[config.mk]
export PLATFORM = sky130hd
export DESIGN_NAME = swap_permutation_generator_core
export DESIGN_NICKNAME = d
export VERILOG_FILES = /design/src/hw/rtl/swpg_pkg.sv /design/src/hw/rtl/swpg_ctrl.sv /design/src/hw/rtl/swpg_dp.sv /design/src/hw/rtl/swap_permutation_generator_core.sv
export SDC_FILE = /design/constraint.sdc
export NUM_CORES = 1
export LEC_CHECK = 0
export ABC_AREA = 1
export BUFFER_PORTS_ARGS = -buffer_cell sky130_fd_sc_hd__clkbuf_2
export CORE_MARGIN = 3
export CORE_UTILIZATION = 35
export DETAILED_ROUTE_END_ITERATION = 6
export GPL_ROUTABILITY_DRIVEN = 0
export PLACE_DENSITY = 0.5
export SETUP_SLACK_MARGIN = 0.2
export SYNTH_ARGS = -nofsm -noshare
export SYNTH_HDL_FRONTEND = slang
export SYNTH_SLANG_ARGS = --single-unit
[constraint.sdc]
create_clock -name clk -period 3.1 [get_ports clk]
set_input_delay 0.62 -clock clk [delete_from_list [all_inputs] [get_ports clk]]
set_output_delay 0.62 -clock clk [all_outputs]
set_load 0.1 [all_outputs]
[src/hw/rtl/swpg_pkg.sv]
`timescale 1ns / 1ps

package swpg_pkg;

    // Default sizes
    localparam int MAX_ELEMS_DEF  = 8;
    localparam int VALUE_BITS_DEF = 16;

    // Fixed field widths
    localparam int SIZE_W      = 4;
    localparam int LOAD_IDX_W  = 3;
    localparam int POS_W       = 3;
    localparam logic [SIZE_W-1:0] PERM_SIZE_RST = 4'd4;

    // Request kinds
    localparam logic REQ_LOAD = 1'b0;
    localparam logic REQ_NEXT = 1'b1;

    // Commands from the controller to the datapath
    typedef struct packed {
        logic cap_load;     // latch load index/value, mark load pending
        logic cfg_ack;      // restart request taken
        logic lvl_load;     // working level <= current level
        logic lvl_dec;      // working level <= working level - 1
        logic sw_rd;        // read both swap operands
        logic sw_w1;        // write first swap operand
        logic sw_w2;        // write second swap operand
        logic adv_bump;     // try next choice at working level
        logic clear_state;  // end of restart: clear counters, apply pending load
        logic first_start;  // set up first permutation
        logic set_done;     // enumeration exhausted
        logic em_start;     // prefetch element 0
        logic em_push;      // push one element into the output register
        logic exh_push;     // push the exhausted item
    } swpg_cmd_t;

    // Status from the datapath to the controller
    typedef struct packed {
        logic rst_req;      // size register written, restart owed
        logic lvl_zero;     // working level is zero
        logic started;
        logic done;
        logic bump_ok;      // next choice exists at working level
        logic k_last;       // element counter at last position
        logic out_free;     // output register can take an item
    } swpg_sts_t;

endpackage

[src/hw/rtl/swpg_ctrl.sv]
`timescale 1ns / 1ps

module swpg_ctrl
    import swpg_pkg::*;
(
    input  logic      clk,
    input  logic      rst_n,
    input  logic      in_valid,
    input  logic      in_req_type,
    output logic      in_ready,
    input  swpg_sts_t sts,
    output swpg_cmd_t cmd
);

    localparam logic [3:0] ST_IDLE     = 4'd0;
    localparam logic [3:0] ST_UNW_CHK  = 4'd1;
    localparam logic [3:0] ST_SW_RD    = 4'd2;
    localparam logic [3:0] ST_SW_W1    = 4'd3;
    localparam logic [3:0] ST_SW_W2    = 4'd4;
    localparam logic [3:0] ST_ADV_CHK  = 4'd5;
    localparam logic [3:0] ST_ADV_BUMP = 4'd6;
    localparam logic [3:0] ST_EM_START = 4'd7;
    localparam logic [3:0] ST_EM_LOOP  = 4'd8;
    localparam logic [3:0] ST_EXH      = 4'd9;

    logic [3:0] state_reg, state_next;
    logic [3:0] ret_reg, ret_next;

    // State and swap return registers
    always_ff @(posedge clk or negedge rst_n)
    begin
        if (!rst_n)
        begin
            state_reg <= ST_IDLE;
            ret_reg   <= ST_IDLE;
        end
        else
        begin
            state_reg <= state_next;
            ret_reg   <= ret_next;
        end
    end

    // Next state and commands
    always_comb
    begin
        cmd        = '0;
        state_next = state_reg;
        ret_next   = ret_reg;
        in_ready   = 1'b0;
        case (state_reg)
            ST_IDLE:
            begin
                in_ready = !sts.rst_req;
                if (sts.rst_req)
                begin
                    cmd.cfg_ack  = 1'b1;
                    cmd.lvl_load = 1'b1;
                    state_next   = ST_UNW_CHK;
                end
                else if (in_valid)
                begin
                    if (in_req_type == REQ_LOAD)
                    begin
                        cmd.cap_load = 1'b1;
                        cmd.lvl_load = 1'b1;
                        state_next   = ST_UNW_CHK;
                    end
                    else if (sts.done)
                    begin
                        state_next = ST_EXH;
                    end
                    else if (!sts.started)
                    begin
                        cmd.first_start = 1'b1;
                        state_next      = ST_EM_START;
                    end
                    else
                    begin
                        cmd.lvl_load = 1'b1;
                        state_next   = ST_ADV_CHK;
                    end
                end
            end
            // undo active swaps, deepest first
            ST_UNW_CHK:
            begin
                if (sts.lvl_zero)
                begin
                    cmd.clear_state = 1'b1;
                    state_next      = ST_IDLE;
                end
                else
                begin
                    cmd.lvl_dec = 1'b1;
                    ret_next    = ST_UNW_CHK;
                    state_next  = ST_SW_RD;
                end
            end
            ST_SW_RD:
            begin
                cmd.sw_rd  = 1'b1;
                state_next = ST_SW_W1;
            end
            ST_SW_W1:
            begin
                cmd.sw_w1  = 1'b1;
                state_next = ST_SW_W2;
            end
            ST_SW_W2:
            begin
                cmd.sw_w2  = 1'b1;
                state_next = ret_reg;
            end
            // pop levels until one has a further choice
            ST_ADV_CHK:
            begin
                if (sts.lvl_zero)
                begin
                    cmd.set_done = 1'b1;
                    state_next   = ST_EXH;
                end
                else
                begin
                    cmd.lvl_dec = 1'b1;
                    ret_next    = ST_ADV_BUMP;
                    state_next  = ST_SW_RD;
                end
            end
            ST_ADV_BUMP:
            begin
                cmd.adv_bump = 1'b1;
                if (sts.bump_ok)
                begin
                    ret_next   = ST_EM_START;
                    state_next = ST_SW_RD;
                end
                else
                begin
                    state_next = ST_ADV_CHK;
                end
            end
            ST_EM_START:
            begin
                cmd.em_start = 1'b1;
                state_next   = ST_EM_LOOP;
            end
            ST_EM_LOOP:
            begin
                if (sts.out_free)
                begin
                    cmd.em_push = 1'b1;
                    if (sts.k_last)
                        state_next = ST_IDLE;
                end
            end
            ST_EXH:
            begin
                if (sts.out_free)
                begin
                    cmd.exh_push = 1'b1;
                    state_next   = ST_IDLE;
                end
            end
            default:
            begin
                state_next = ST_IDLE;
            end
        endcase
    end

endmodule

[src/hw/rtl/swpg_dp.sv]
`timescale 1ns / 1ps

module swpg_dp
    import swpg_pkg::*;
#(
    parameter int MAX_ELEMS  = MAX_ELEMS_DEF,
    parameter int VALUE_BITS = VALUE_BITS_DEF
)
(
    input  logic                  clk,
    input  logic                  rst_n,
    input  logic                  cfg_wr_en,
    input  logic [SIZE_W-1:0]     cfg_wr_data,
    input  swpg_cmd_t             cmd,
    output swpg_sts_t             sts,
    input  logic [LOAD_IDX_W-1:0] in_index,
    input  logic [VALUE_BITS-1:0] in_value,
    output logic                  out_valid,
    input  logic                  out_ready,
    output logic [VALUE_BITS-1:0] out_value,
    output logic [POS_W-1:0]      out_pos,
    output logic                  out_last,
    output logic                  out_exh
);

    localparam int IDX_W = $clog2(MAX_ELEMS);
    localparam int NW    = $clog2(MAX_ELEMS + 1);

    logic [SIZE_W-1:0]     perm_size_reg;
    logic                  rst_pend_reg;
    logic                  ld_pend_reg;
    logic [LOAD_IDX_W-1:0] ld_idx_reg;
    logic [VALUE_BITS-1:0] ld_val_reg;
    logic [IDX_W-1:0]      cur_reg;
    logic [IDX_W-1:0]      lvl_reg;
    logic                  started_reg;
    logic                  done_reg;
    logic [IDX_W-1:0]      cnt_reg [MAX_ELEMS];
    logic [IDX_W-1:0]      k_reg;
    logic [VALUE_BITS-1:0] mem [MAX_ELEMS];
    logic [VALUE_BITS-1:0] rd_a_reg;
    logic [VALUE_BITS-1:0] rd_b_reg;
    logic                  out_valid_reg;
    logic [VALUE_BITS-1:0] out_value_reg;
    logic [POS_W-1:0]      out_pos_reg;
    logic                  out_last_reg;
    logic                  out_exh_reg;

    logic [NW-1:0]         n;
    logic [IDX_W-1:0]      n_m1;
    logic [IDX_W-1:0]      cnt_at;
    logic [IDX_W:0]        bump_c;
    logic                  bump_ok;
    logic                  out_free;
    logic                  ld_ok;
    logic                  we;
    logic [IDX_W-1:0]      wa;
    logic [VALUE_BITS-1:0] wd;
    logic                  re_a;
    logic [IDX_W-1:0]      ra;

    // Active size, clamped to 1..MAX_ELEMS
    always_comb
    begin
        if (perm_size_reg == '0)
            n = NW'(1);
        else if (perm_size_reg > MAX_ELEMS)
            n = NW'(MAX_ELEMS);
        else
            n = NW'(perm_size_reg);
    end

    assign n_m1     = IDX_W'(n - NW'(1));
    assign cnt_at   = cnt_reg[lvl_reg];
    assign bump_c   = {1'b0, cnt_at} + (IDX_W+1)'(1);
    assign bump_ok  = bump_c < (IDX_W+1)'(n);
    assign out_free = !out_valid_reg || out_ready;
    assign ld_ok    = ld_pend_reg && (ld_idx_reg < MAX_ELEMS);

    assign sts.rst_req  = rst_pend_reg;
    assign sts.lvl_zero = (lvl_reg == '0);
    assign sts.started  = started_reg;
    assign sts.done     = done_reg;
    assign sts.bump_ok  = bump_ok;
    assign sts.k_last   = (k_reg == n_m1);
    assign sts.out_free = out_free;

    // Size register and restart request
    always_ff @(posedge clk or negedge rst_n)
    begin
        if (!rst_n)
        begin
            perm_size_reg <= PERM_SIZE_RST;
            rst_pend_reg  <= 1'b0;
        end
        else
        begin
            if (cfg_wr_en)
            begin
                perm_size_reg <= cfg_wr_data;
                rst_pend_reg  <= 1'b1;
            end
            else if (cmd.cfg_ack)
            begin
                rst_pend_reg <= 1'b0;
            end
        end
    end

    // Pending load item
    always_ff @(posedge clk or negedge rst_n)
    begin
        if (!rst_n)
            ld_pend_reg <= 1'b0;
        else if (cmd.cap_load)
            ld_pend_reg <= 1'b1;
        else if (cmd.clear_state)
            ld_pend_reg <= 1'b0;
    end

    always_ff @(posedge clk)
    begin
        if (cmd.cap_load)
        begin
            ld_idx_reg <= in_index;
            ld_val_reg <= in_value;
        end
    end

    // Level stack control
    always_ff @(posedge clk or negedge rst_n)
    begin
        if (!rst_n)
        begin
            cur_reg     <= '0;
            lvl_reg     <= '0;
            started_reg <= 1'b0;
            done_reg    <= 1'b0;
            k_reg       <= '0;
        end
        else
        begin
            if (cmd.lvl_load)
                lvl_reg <= cur_reg;
            else if (cmd.lvl_dec)
                lvl_reg <= lvl_reg - IDX_W'(1);

            if (cmd.clear_state || cmd.set_done)
                cur_reg <= '0;
            else if (cmd.first_start || (cmd.adv_bump && bump_ok))
                cur_reg <= n_m1;

            if (cmd.clear_state || cmd.set_done)
                started_reg <= 1'b0;
            else if (cmd.first_start)
                started_reg <= 1'b1;

            if (cmd.clear_state)
                done_reg <= 1'b0;
            else if (cmd.set_done)
                done_reg <= 1'b1;

            if (cmd.em_start)
                k_reg <= '0;
            else if (cmd.em_push)
                k_reg <= k_reg + IDX_W'(1);
        end
    end

    // Per-level loop counters
    always_ff @(posedge clk or negedge rst_n)
    begin
        if (!rst_n)
        begin
            for (int m = 0; m < MAX_ELEMS; m++)
                cnt_reg[m] <= '0;
        end
        else
        begin
            for (int m = 0; m < MAX_ELEMS; m++)
            begin
                if (cmd.clear_state)
                    cnt_reg[m] <= '0;
                else if (cmd.first_start && (m < n_m1))
                    cnt_reg[m] <= IDX_W'(m);
                else if (cmd.adv_bump)
                begin
                    if (m == lvl_reg)
                        cnt_reg[m] <= bump_ok ? bump_c[IDX_W-1:0] : '0;
                    else if (bump_ok && (m > lvl_reg) && (m < n_m1))
                        cnt_reg[m] <= IDX_W'(m);
                end
            end
        end
    end

    // Element store: one write port, two registered read ports
    always_comb
    begin
        we = 1'b0;
        wa = lvl_reg;
        wd = rd_b_reg;
        if (cmd.sw_w1)
        begin
            we = 1'b1;
        end
        else if (cmd.sw_w2)
        begin
            we = 1'b1;
            wa = cnt_at;
            wd = rd_a_reg;
        end
        else if (cmd.clear_state && ld_ok)
        begin
            we = 1'b1;
            wa = IDX_W'(ld_idx_reg);
            wd = ld_val_reg;
        end
    end

    assign re_a = cmd.sw_rd || cmd.em_start || cmd.em_push;

    always_comb
    begin
        if (cmd.sw_rd)
            ra = lvl_reg;
        else if (cmd.em_start)
            ra = '0;
        else
            ra = k_reg + IDX_W'(1);
    end

    always_ff @(posedge clk)
    begin
        if (we)
            mem[wa] <= wd;
        if (re_a)
            rd_a_reg <= mem[ra];
        if (cmd.sw_rd)
            rd_b_reg <= mem[cnt_at];
    end

    // Output register
    always_ff @(posedge clk or negedge rst_n)
    begin
        if (!rst_n)
            out_valid_reg <= 1'b0;
        else if (cmd.em_push || cmd.exh_push)
            out_valid_reg <= 1'b1;
        else if (out_ready)
            out_valid_reg <= 1'b0;
    end

    always_ff @(posedge clk)
    begin
        if (cmd.em_push)
        begin
            out_value_reg <= rd_a_reg;
            out_pos_reg   <= POS_W'(k_reg);
            out_last_reg  <= (k_reg == n_m1);
            out_exh_reg   <= 1'b0;
        end
        else if (cmd.exh_push)
        begin
            out_value_reg <= '0;
            out_pos_reg   <= '0;
            out_last_reg  <= 1'b1;
            out_exh_reg   <= 1'b1;
        end
    end

    assign out_valid = out_valid_reg;
    assign out_value = out_value_reg;
    assign out_pos   = out_pos_reg;
    assign out_last  = out_last_reg;
    assign out_exh   = out_exh_reg;

endmodule

[src/hw/rtl/swap_permutation_generator_core.sv]
`timescale 1ns / 1ps
// Next request, first permutation: element 0 is prefetched, then one per cycle unless stalled.
// Next request later: per level examined: check, read, write, write, bump; the new swap is read and
//   written, element 0 is prefetched, and n elements follow at one per cycle unless stalled.
// Load/size write: undo each active level (check, read, write, write); no item is taken meanwhile.
// Reset (rst_n low, async): size 4, enumeration restarted; element store is not cleared.

module swap_permutation_generator_core
    import swpg_pkg::*;
#(
    parameter int MAX_ELEMS  = MAX_ELEMS_DEF,
    parameter int VALUE_BITS = VALUE_BITS_DEF
)
(
    input  logic              clk,
    input  logic              rst_n,
    // size register
    input  logic              cfg_wr_en,
    input  logic [SIZE_W-1:0] cfg_wr_data,
    // request items
    input  logic              s_axis_tvalid,
    output logic              s_axis_tready,
    // tdata: load_index, load_value, zero pad
    input  logic [((LOAD_IDX_W+VALUE_BITS+7)/8)*8-1:0] s_axis_tdata,
    // tuser: req_type
    input  logic              s_axis_tuser,
    // result items
    output logic              m_axis_tvalid,
    input  logic              m_axis_tready,
    // tdata: elem_value, elem_pos, zero pad
    output logic [((VALUE_BITS+POS_W+7)/8)*8-1:0] m_axis_tdata,
    output logic              m_axis_tlast,
    // tuser: exhausted
    output logic              m_axis_tuser
);

    localparam int OUT_W = ((VALUE_BITS + POS_W + 7) / 8) * 8;

    swpg_cmd_t             cmd;
    swpg_sts_t             sts;
    logic [VALUE_BITS-1:0] out_value;
    logic [POS_W-1:0]      out_pos;

    swpg_ctrl u_ctrl
    (
        .clk         (clk),
        .rst_n       (rst_n),
        .in_valid    (s_axis_tvalid),
        .in_req_type (s_axis_tuser),
        .in_ready    (s_axis_tready),
        .sts         (sts),
        .cmd         (cmd)
    );

    swpg_dp #(
        .MAX_ELEMS  (MAX_ELEMS),
        .VALUE_BITS (VALUE_BITS)
    ) u_dp
    (
        .clk         (clk),
        .rst_n       (rst_n),
        .cfg_wr_en   (cfg_wr_en),
        .cfg_wr_data (cfg_wr_data),
        .cmd         (cmd),
        .sts         (sts),
        .in_index    (s_axis_tdata[LOAD_IDX_W-1:0]),
        .in_value    (s_axis_tdata[LOAD_IDX_W+VALUE_BITS-1:LOAD_IDX_W]),
        .out_valid   (m_axis_tvalid),
        .out_ready   (m_axis_tready),
        .out_value   (out_value),
        .out_pos     (out_pos),
        .out_last    (m_axis_tlast),
        .out_exh     (m_axis_tuser)
    );

    // Pack result fields
    assign m_axis_tdata = OUT_W'({out_pos, out_value});

endmodule

* Word-level counts from Yosys, hierarchy flattened
Memories as Yosys holds them, arrays and structs flattened. A register that Yosys moved wholly into a read port is not among the register bits.
Cells that the tools add are included.
** Operators by class
- Order comparisons :: 16
- Bitwise gates (word level) :: 1
- Equality and inequality tests :: 24
- Add/subtract/negate cells :: 4
- Reduce and logical (&&, ||, !) cells :: 69
- Muxes and demuxes :: 124
** Operators with widths (number)
- $mux 3 :: 55
- $mux 16 :: 5
- $mux 4 :: 13
- $mux 1 :: 46
- $pmux 4 s10 :: 1
- $reduce_bool 3->1 :: 9
- $reduce_bool 4->1 :: 6
- $reduce_bool 2->1 :: 11
- $logic_and 1x1->1 :: 21
- $eq 4x3->1 const B :: 4
- $reduce_and 2->1 :: 8
- $eq 3x3->1 const A :: 4
- $pmux 4 s3 :: 1
- $bmux 3 s3 :: 1
- $gt 3x3->1 const A :: 3
- $lt 3x3->1 const A :: 3
- $eq 4x2->1 const B :: 2
- $eq 4x4->1 const B :: 2
- $logic_not 4->1 :: 2
- $reduce_and 4->1 :: 2
- $eq 2x3->1 const A :: 2
- $gt 2x3->1 const A :: 2
- $logic_or 1x1->1 :: 6
- $lt 1x3->1 const A :: 2
- 19 further kinds :: 27
** Storage, ports and cells
- Register bits :: 90
- Memory bits (writable) :: 128
- Word-level logic and storage cells :: 264
- Output and inout port bits :: 28
- Memories kept :: 1
- Input port bits :: 34
** Memory list
- u_dp.mem :: words 8, width 16, read ports 2, clocked after memory_dff 2, wr ports 1, line swpg_dp.sv:40 : logic [VALUE_BITS-1:0] mem [MAX_ELEMS];

* Depth between registers and ports, before layout
- Depth after elaboration :: 13
- Gate-level depth with buffers :: 24
- Depth with buffers taken out :: 21

* By module
From an unflattened synthesis, not the netlist that was laid out.
** Unflattened totals
- Cells, all modules :: 1347
- Area total of the unflattened synthesis :: 12273.0 um^2
** By module, submodules not included
- swpg_dp :: instances 1, seq. area each 7048.0 um^2, cells each 1247, area each 11688.7 um^2
- swpg_ctrl :: instances 1, seq. area each 150.1 um^2, cells each 94, area each 543.0 um^2
- swap_permutation_generator_core :: instances 1, seq. area each 0.0 um^2, cells each 6, area each 41.3 um^2

* Least setup slack after synthesis
No wires, ideal clock.
- Path type :: register to register
- From :: reg u_dp.lvl_reg[0]
- To :: reg u_dp.cnt_reg[15] (netlist name)
- Setup slack :: -0.110 ns
- Setup time :: 0.118 ns
- Clock period less this slack :: 3.210 ns
- Data arrival time :: 3.092 ns
- Path buffers :: 5
- Data required time :: 2.982 ns
- Cell stages (with the launch flop) :: 21
- Cells stage by stage :: dfrtp_1 buf_4 buf_2 o21ai_0 nor2_1 nor3_1 nand3_1 buf_2 buf_2 ha_1 nand3b_1 nand2_1 inv_1 ha_1 a21oi_1 clkbuf_1 nand3_1 nand3_1 nand2_1 nand2_1 nand2_1
** Between the ends
- Cells in the longest elaborated chain, start to end :: 11
- Elaborated cells on any way between the ends :: 21
- Classes of those cells :: add/sub: 1; order compare: 2; eq/ne: 1; mux: 10; bitwise: 1; reduce/logical: 6
** RTL lines
- start: declaration :: line swpg_dp.sv:35 : logic [IDX_W-1:0] lvl_reg;
- start signal: assignment :: line swpg_dp.sv:144 : lvl_reg <= cur_reg;
- start signal: assignment :: line swpg_dp.sv:146 : lvl_reg <= lvl_reg - IDX_W'(1);
- $not 3->4 (implied by the code) :: line swpg_dp.sv:74 : assign cnt_at = cnt_reg[lvl_reg];
- $bmux 3 s3 :: line swpg_dp.sv:74
- $mux 3 (implied by the code) (2 in a row) :: line swpg_dp.sv:74
- $add 3x1->4 :: line swpg_dp.sv:75 : assign bump_c = {1'b0, cnt_at} + (IDX_W+1)'(1);
- $lt 4x4->1 :: line swpg_dp.sv:76 : assign bump_ok = bump_c < (IDX_W+1)'(n);
- $mux 3 :: line swpg_dp.sv:189 : cnt_reg[m] <= bump_ok ? bump_c[IDX_W-1:0] : '0;
- $mux 3 :: line swpg_dp.sv:188 : if (m == lvl_reg)
- $mux 3 :: line swpg_dp.sv:186 : else if (cmd.adv_bump)
- $mux 3 :: line swpg_dp.sv:184 : else if (cmd.first_start && (m < n_m1))
- $mux 3 :: line swpg_dp.sv:182 : if (cmd.clear_state)
- end signal: indexed assignment :: line swpg_dp.sv:185 : cnt_reg[m] <= IDX_W'(m);
- end signal: indexed assignment :: line swpg_dp.sv:189
- end signal: indexed assignment :: line swpg_dp.sv:191 : cnt_reg[m] <= IDX_W'(m);
- end: declaration :: line swpg_dp.sv:38 : logic [IDX_W-1:0] cnt_reg [MAX_ELEMS];
Several ways; a longest one is shown, not always the timed one. The select of a mux whose other input is x is not followed.
A chain may end at the register's enable or synchronous reset.

* Worst setup path in the final report
- From :: reg u_dp.lvl_reg[0]
- To :: reg u_dp.cnt_reg[14] (netlist name)
The elaborated chain is that of the path after synthesis.

==> impl_metrics.yaml <==
yosys:
  synth_ff_type: "edfxtp_1"
  yosysWarningCount: 0
  syn_area_mm2: 0.0123
  ys_ff_latch: 248
  synth_top_area_frac: 0.486
  avgSynthCellArea_um2: 9.41
  synth_area_leaders: "edfxtp_1 (49%), dfrtp_1 (9.6%), nand2_1 (9.0%)"
  synth_common_cells: "nand2_1 (294), edfxtp_1 (199), nor2_1 (155), inv_1 (146)"
  synthArstFlopShare: 0.194
  netlist-cell-type-count: 48
  ys_seq_area_frac: 0.585
  yosysMostFrequentCell: "nand2_1"
  synth_edf_count: 199
  yosysTopAreaCell: "edfxtp_1"
  synth_cells: 1308
pwr:
  power_density_mw_per_mm2: 1260
  vdd_ir_drop_max_v: 0.000942
  leakagePower_nw: 6.13
critical_path:
  reg2reg_setup_slack_ns: 0.27
  r2r-start: "u_dp.lvl_reg[0]"
  slowest_delay_ns: 0.46
  cp.required_ns: 3.59
  crit_slowest_cell: "dfrtp_2"
  r2r_end: "u_dp.cnt_reg[14]"
  crit_chain: "buf_8 -> o21ai_4 -> nand2_2 -> nor3_2 -> buf_4 -> nand3_4 -> buf_4 -> inv_1 -> nor3_2 -> ha_1 -> a21oi_4 -> buf_6 -> buf_12 -> nand4_4 -> buf_6 -> nor2_4 -> nand3_2 -> nand2_1"
  crit_path_max_fanout: 6
  reg2reg_depth: 18
  worstSetupPathType: "reg -> reg"
  critical_path_arrival_ns: 3.32
  end_kind: "flip-flop"
  start_kind: "flip-flop"
die:
  core_region_area_mm2: 0.0346
  die_w_um: 193
  rows: 68
  start_util: 0.355
  die_h_um: 193
  io-pin-count: 62
  die-area_mm2: 0.0374
grt:
  grt_use_total: 0.185
  grt_first_pass_wirelength_um: 54400
  globalRoute.totalOverflow: 0
  grt_max_degree: 97
  grt_pass1_vias: 9109
  antenna_found_initial: 0
routing:
  ant_nets: 0
  first_pass_iters: 5
  wl_um: 35600
  vias_per_cell: 5.09
  route.detailed.drc: 0
  vias: 9618
  drt-initial-drc-count: 842
  avgRoutedWirePerCell_um: 18.8
clocking:
  tritoncts: "built"
  cts_root_buf: "clkbuf_16"
  cts.sinks: 248
  cts.clk_slew.worst_paths_ns: 0.06
  clock_path_buffers: 3
  numCtsBuffers: 28
  htree_levels: 1
  clk_latency_ns: 0.56
  cts_hold_buf: 0
timing:
  finalSetupViolations: 0
  hold_violations: 0
  setup_tns_ns: 0
  rsz0062_at_grt: "yes"
  finClkSkew_ns: 0.0109
  period_minus_slack_ns: 2.83
  finalCritPeriodShare: 0.911
  slew_violations: 0
  worst_pin_slew_ns: 0.846
  maxSlewHeadroom: 0.436
  max_clock_freq_mhz: 354
layout:
  final_area_mm2: 0.0150
  num-nets-final: 1457
  drive_gt1_frac: 0.210
  areaGrowthSynthToFinish_pct: 21.8
  n_fill_cell: 3327
  antenna_cells: 0
  largest_register_ffs: 128
outcome:
  status: "finished, final reports clean"
worst_hold_path:
  hold_path.class: "in -> async"
placed_design:
  post_dp_cell_area_mm2: 0.0135
  hpwl_um: 22400
  io_buffers: 51
flow_run:
  drv_cap: 0
layer usage:
metal / global-route usage / wire length, um / vias up
met5: 0 / 0 / -
met4: 0.0442 / 756 / 0
met3: 0.0392 / 2340 / 60
met2: 0.293 / 16100 / 279
met1: 0.262 / 16400 / 4611
li1: - / - / 4668
cell usage in the layout, fill, tap and decap left out, types with 20 or more instances in the layout:
master and n:
a21oi_1 41, buf_4 58, clkbuf_16 29, clkbuf_2 51
dfrtp_1 44, edfxtp_1 199, inv_1 143, nand2_1 276
nand2_2 20, nand3_1 47, nor2_1 131, nor2_2 25
o211ai_1 64, o21ai_0 57, o22ai_1 46
cells by family after synthesis:
family	share of synthesized area
xor+xnor	0.00214
fa+ha+maj	0.0102
simple gates	0.194
buf+inv	0.0761
compound gates	0.133
flops	0.585
other cells	0.000305
worst max-delay path: cells and delay by family (launching register included):
| kind | cells | cell delay, ns |
|---|---|---|
| adders and majority gates | 1 | 0.32 |
| AOI/OAI and AO/OA | 2 | 0.31 |
| buffers and inverters | 7 | 0.97 |
| DFF | 1 | 0.46 |
| and+or+nand+nor | 8 | 0.69 |
per-stage QoR:
stage               setup WS [ns]   util  power (W)  hold WS, ns  cells
floorplan                   0.117      -     0.0115        0.324   1312
finish                      0.274  0.433     0.0189        0.161   1890
detailed placement         0.0975  0.391     0.0145        0.463   1827
global route                0.121  0.433     0.0203        0.213   1890
global placement            0.123  0.391     0.0145        0.460   1827
CTS                         0.214  0.417     0.0178        0.174   1879
layout make-up:
| type | count | area, um^2 | area share |
|---|---|---|---|
| Tap cell | 455 | 569 | 0.0380 |
| Multi-Input combinational cell | 842 | 4640 | 0.310 |
| Inverter | 158 | 607 | 0.0405 |
| Clock buffer | 37 | 744 | 0.0497 |
| Sequential cell | 248 | 7200 | 0.481 |
| Timing Repair Buffer | 135 | 1100 | 0.0732 |
| Clock inverter | 15 | 124 | 0.00827 |
report_power, final:
part | leakage, nW | switching [W] | internal (W)
clock network | 0.419 | 0.00137 | 0.00178
logic | 3.29 | 0.00676 | 0.00365
registers | 2.42 | 0.000393 | 0.00496
total | 6.13 | 0.00853 | 0.0104
worst max path at each step:
stage | start | to | slack [ns] | depth (start not counted)
after global placement | u_dp.lvl_reg[0] | u_dp.mem[2][15] | 0.12 | 13
final | u_dp.lvl_reg[0] | u_dp.cnt_reg[14] | 0.27 | 18
after global routing | u_dp.lvl_reg[0] | u_dp.cnt_reg[15] | 0.12 | 21
after detailed placement | u_dp.lvl_reg[0] | u_dp.mem[6][7] | 0.1 | 13
after floorplan | u_dp.lvl_reg[0] | u_dp.mem[5][0] | 0.12 | 16
after CTS | u_dp.lvl_reg[1] | u_dp.mem[1][6] | 0.21 | 13
timing repair:
item,in CTS,in global routing
setup buffers,0,9
pin swaps,0,26
gates cloned,0,2
setup endpoints to repair,67,194
gates resized for setup,11,103
hold endpoints to repair,0,0
Note: power is estimated with default switching activity, not from simulation.
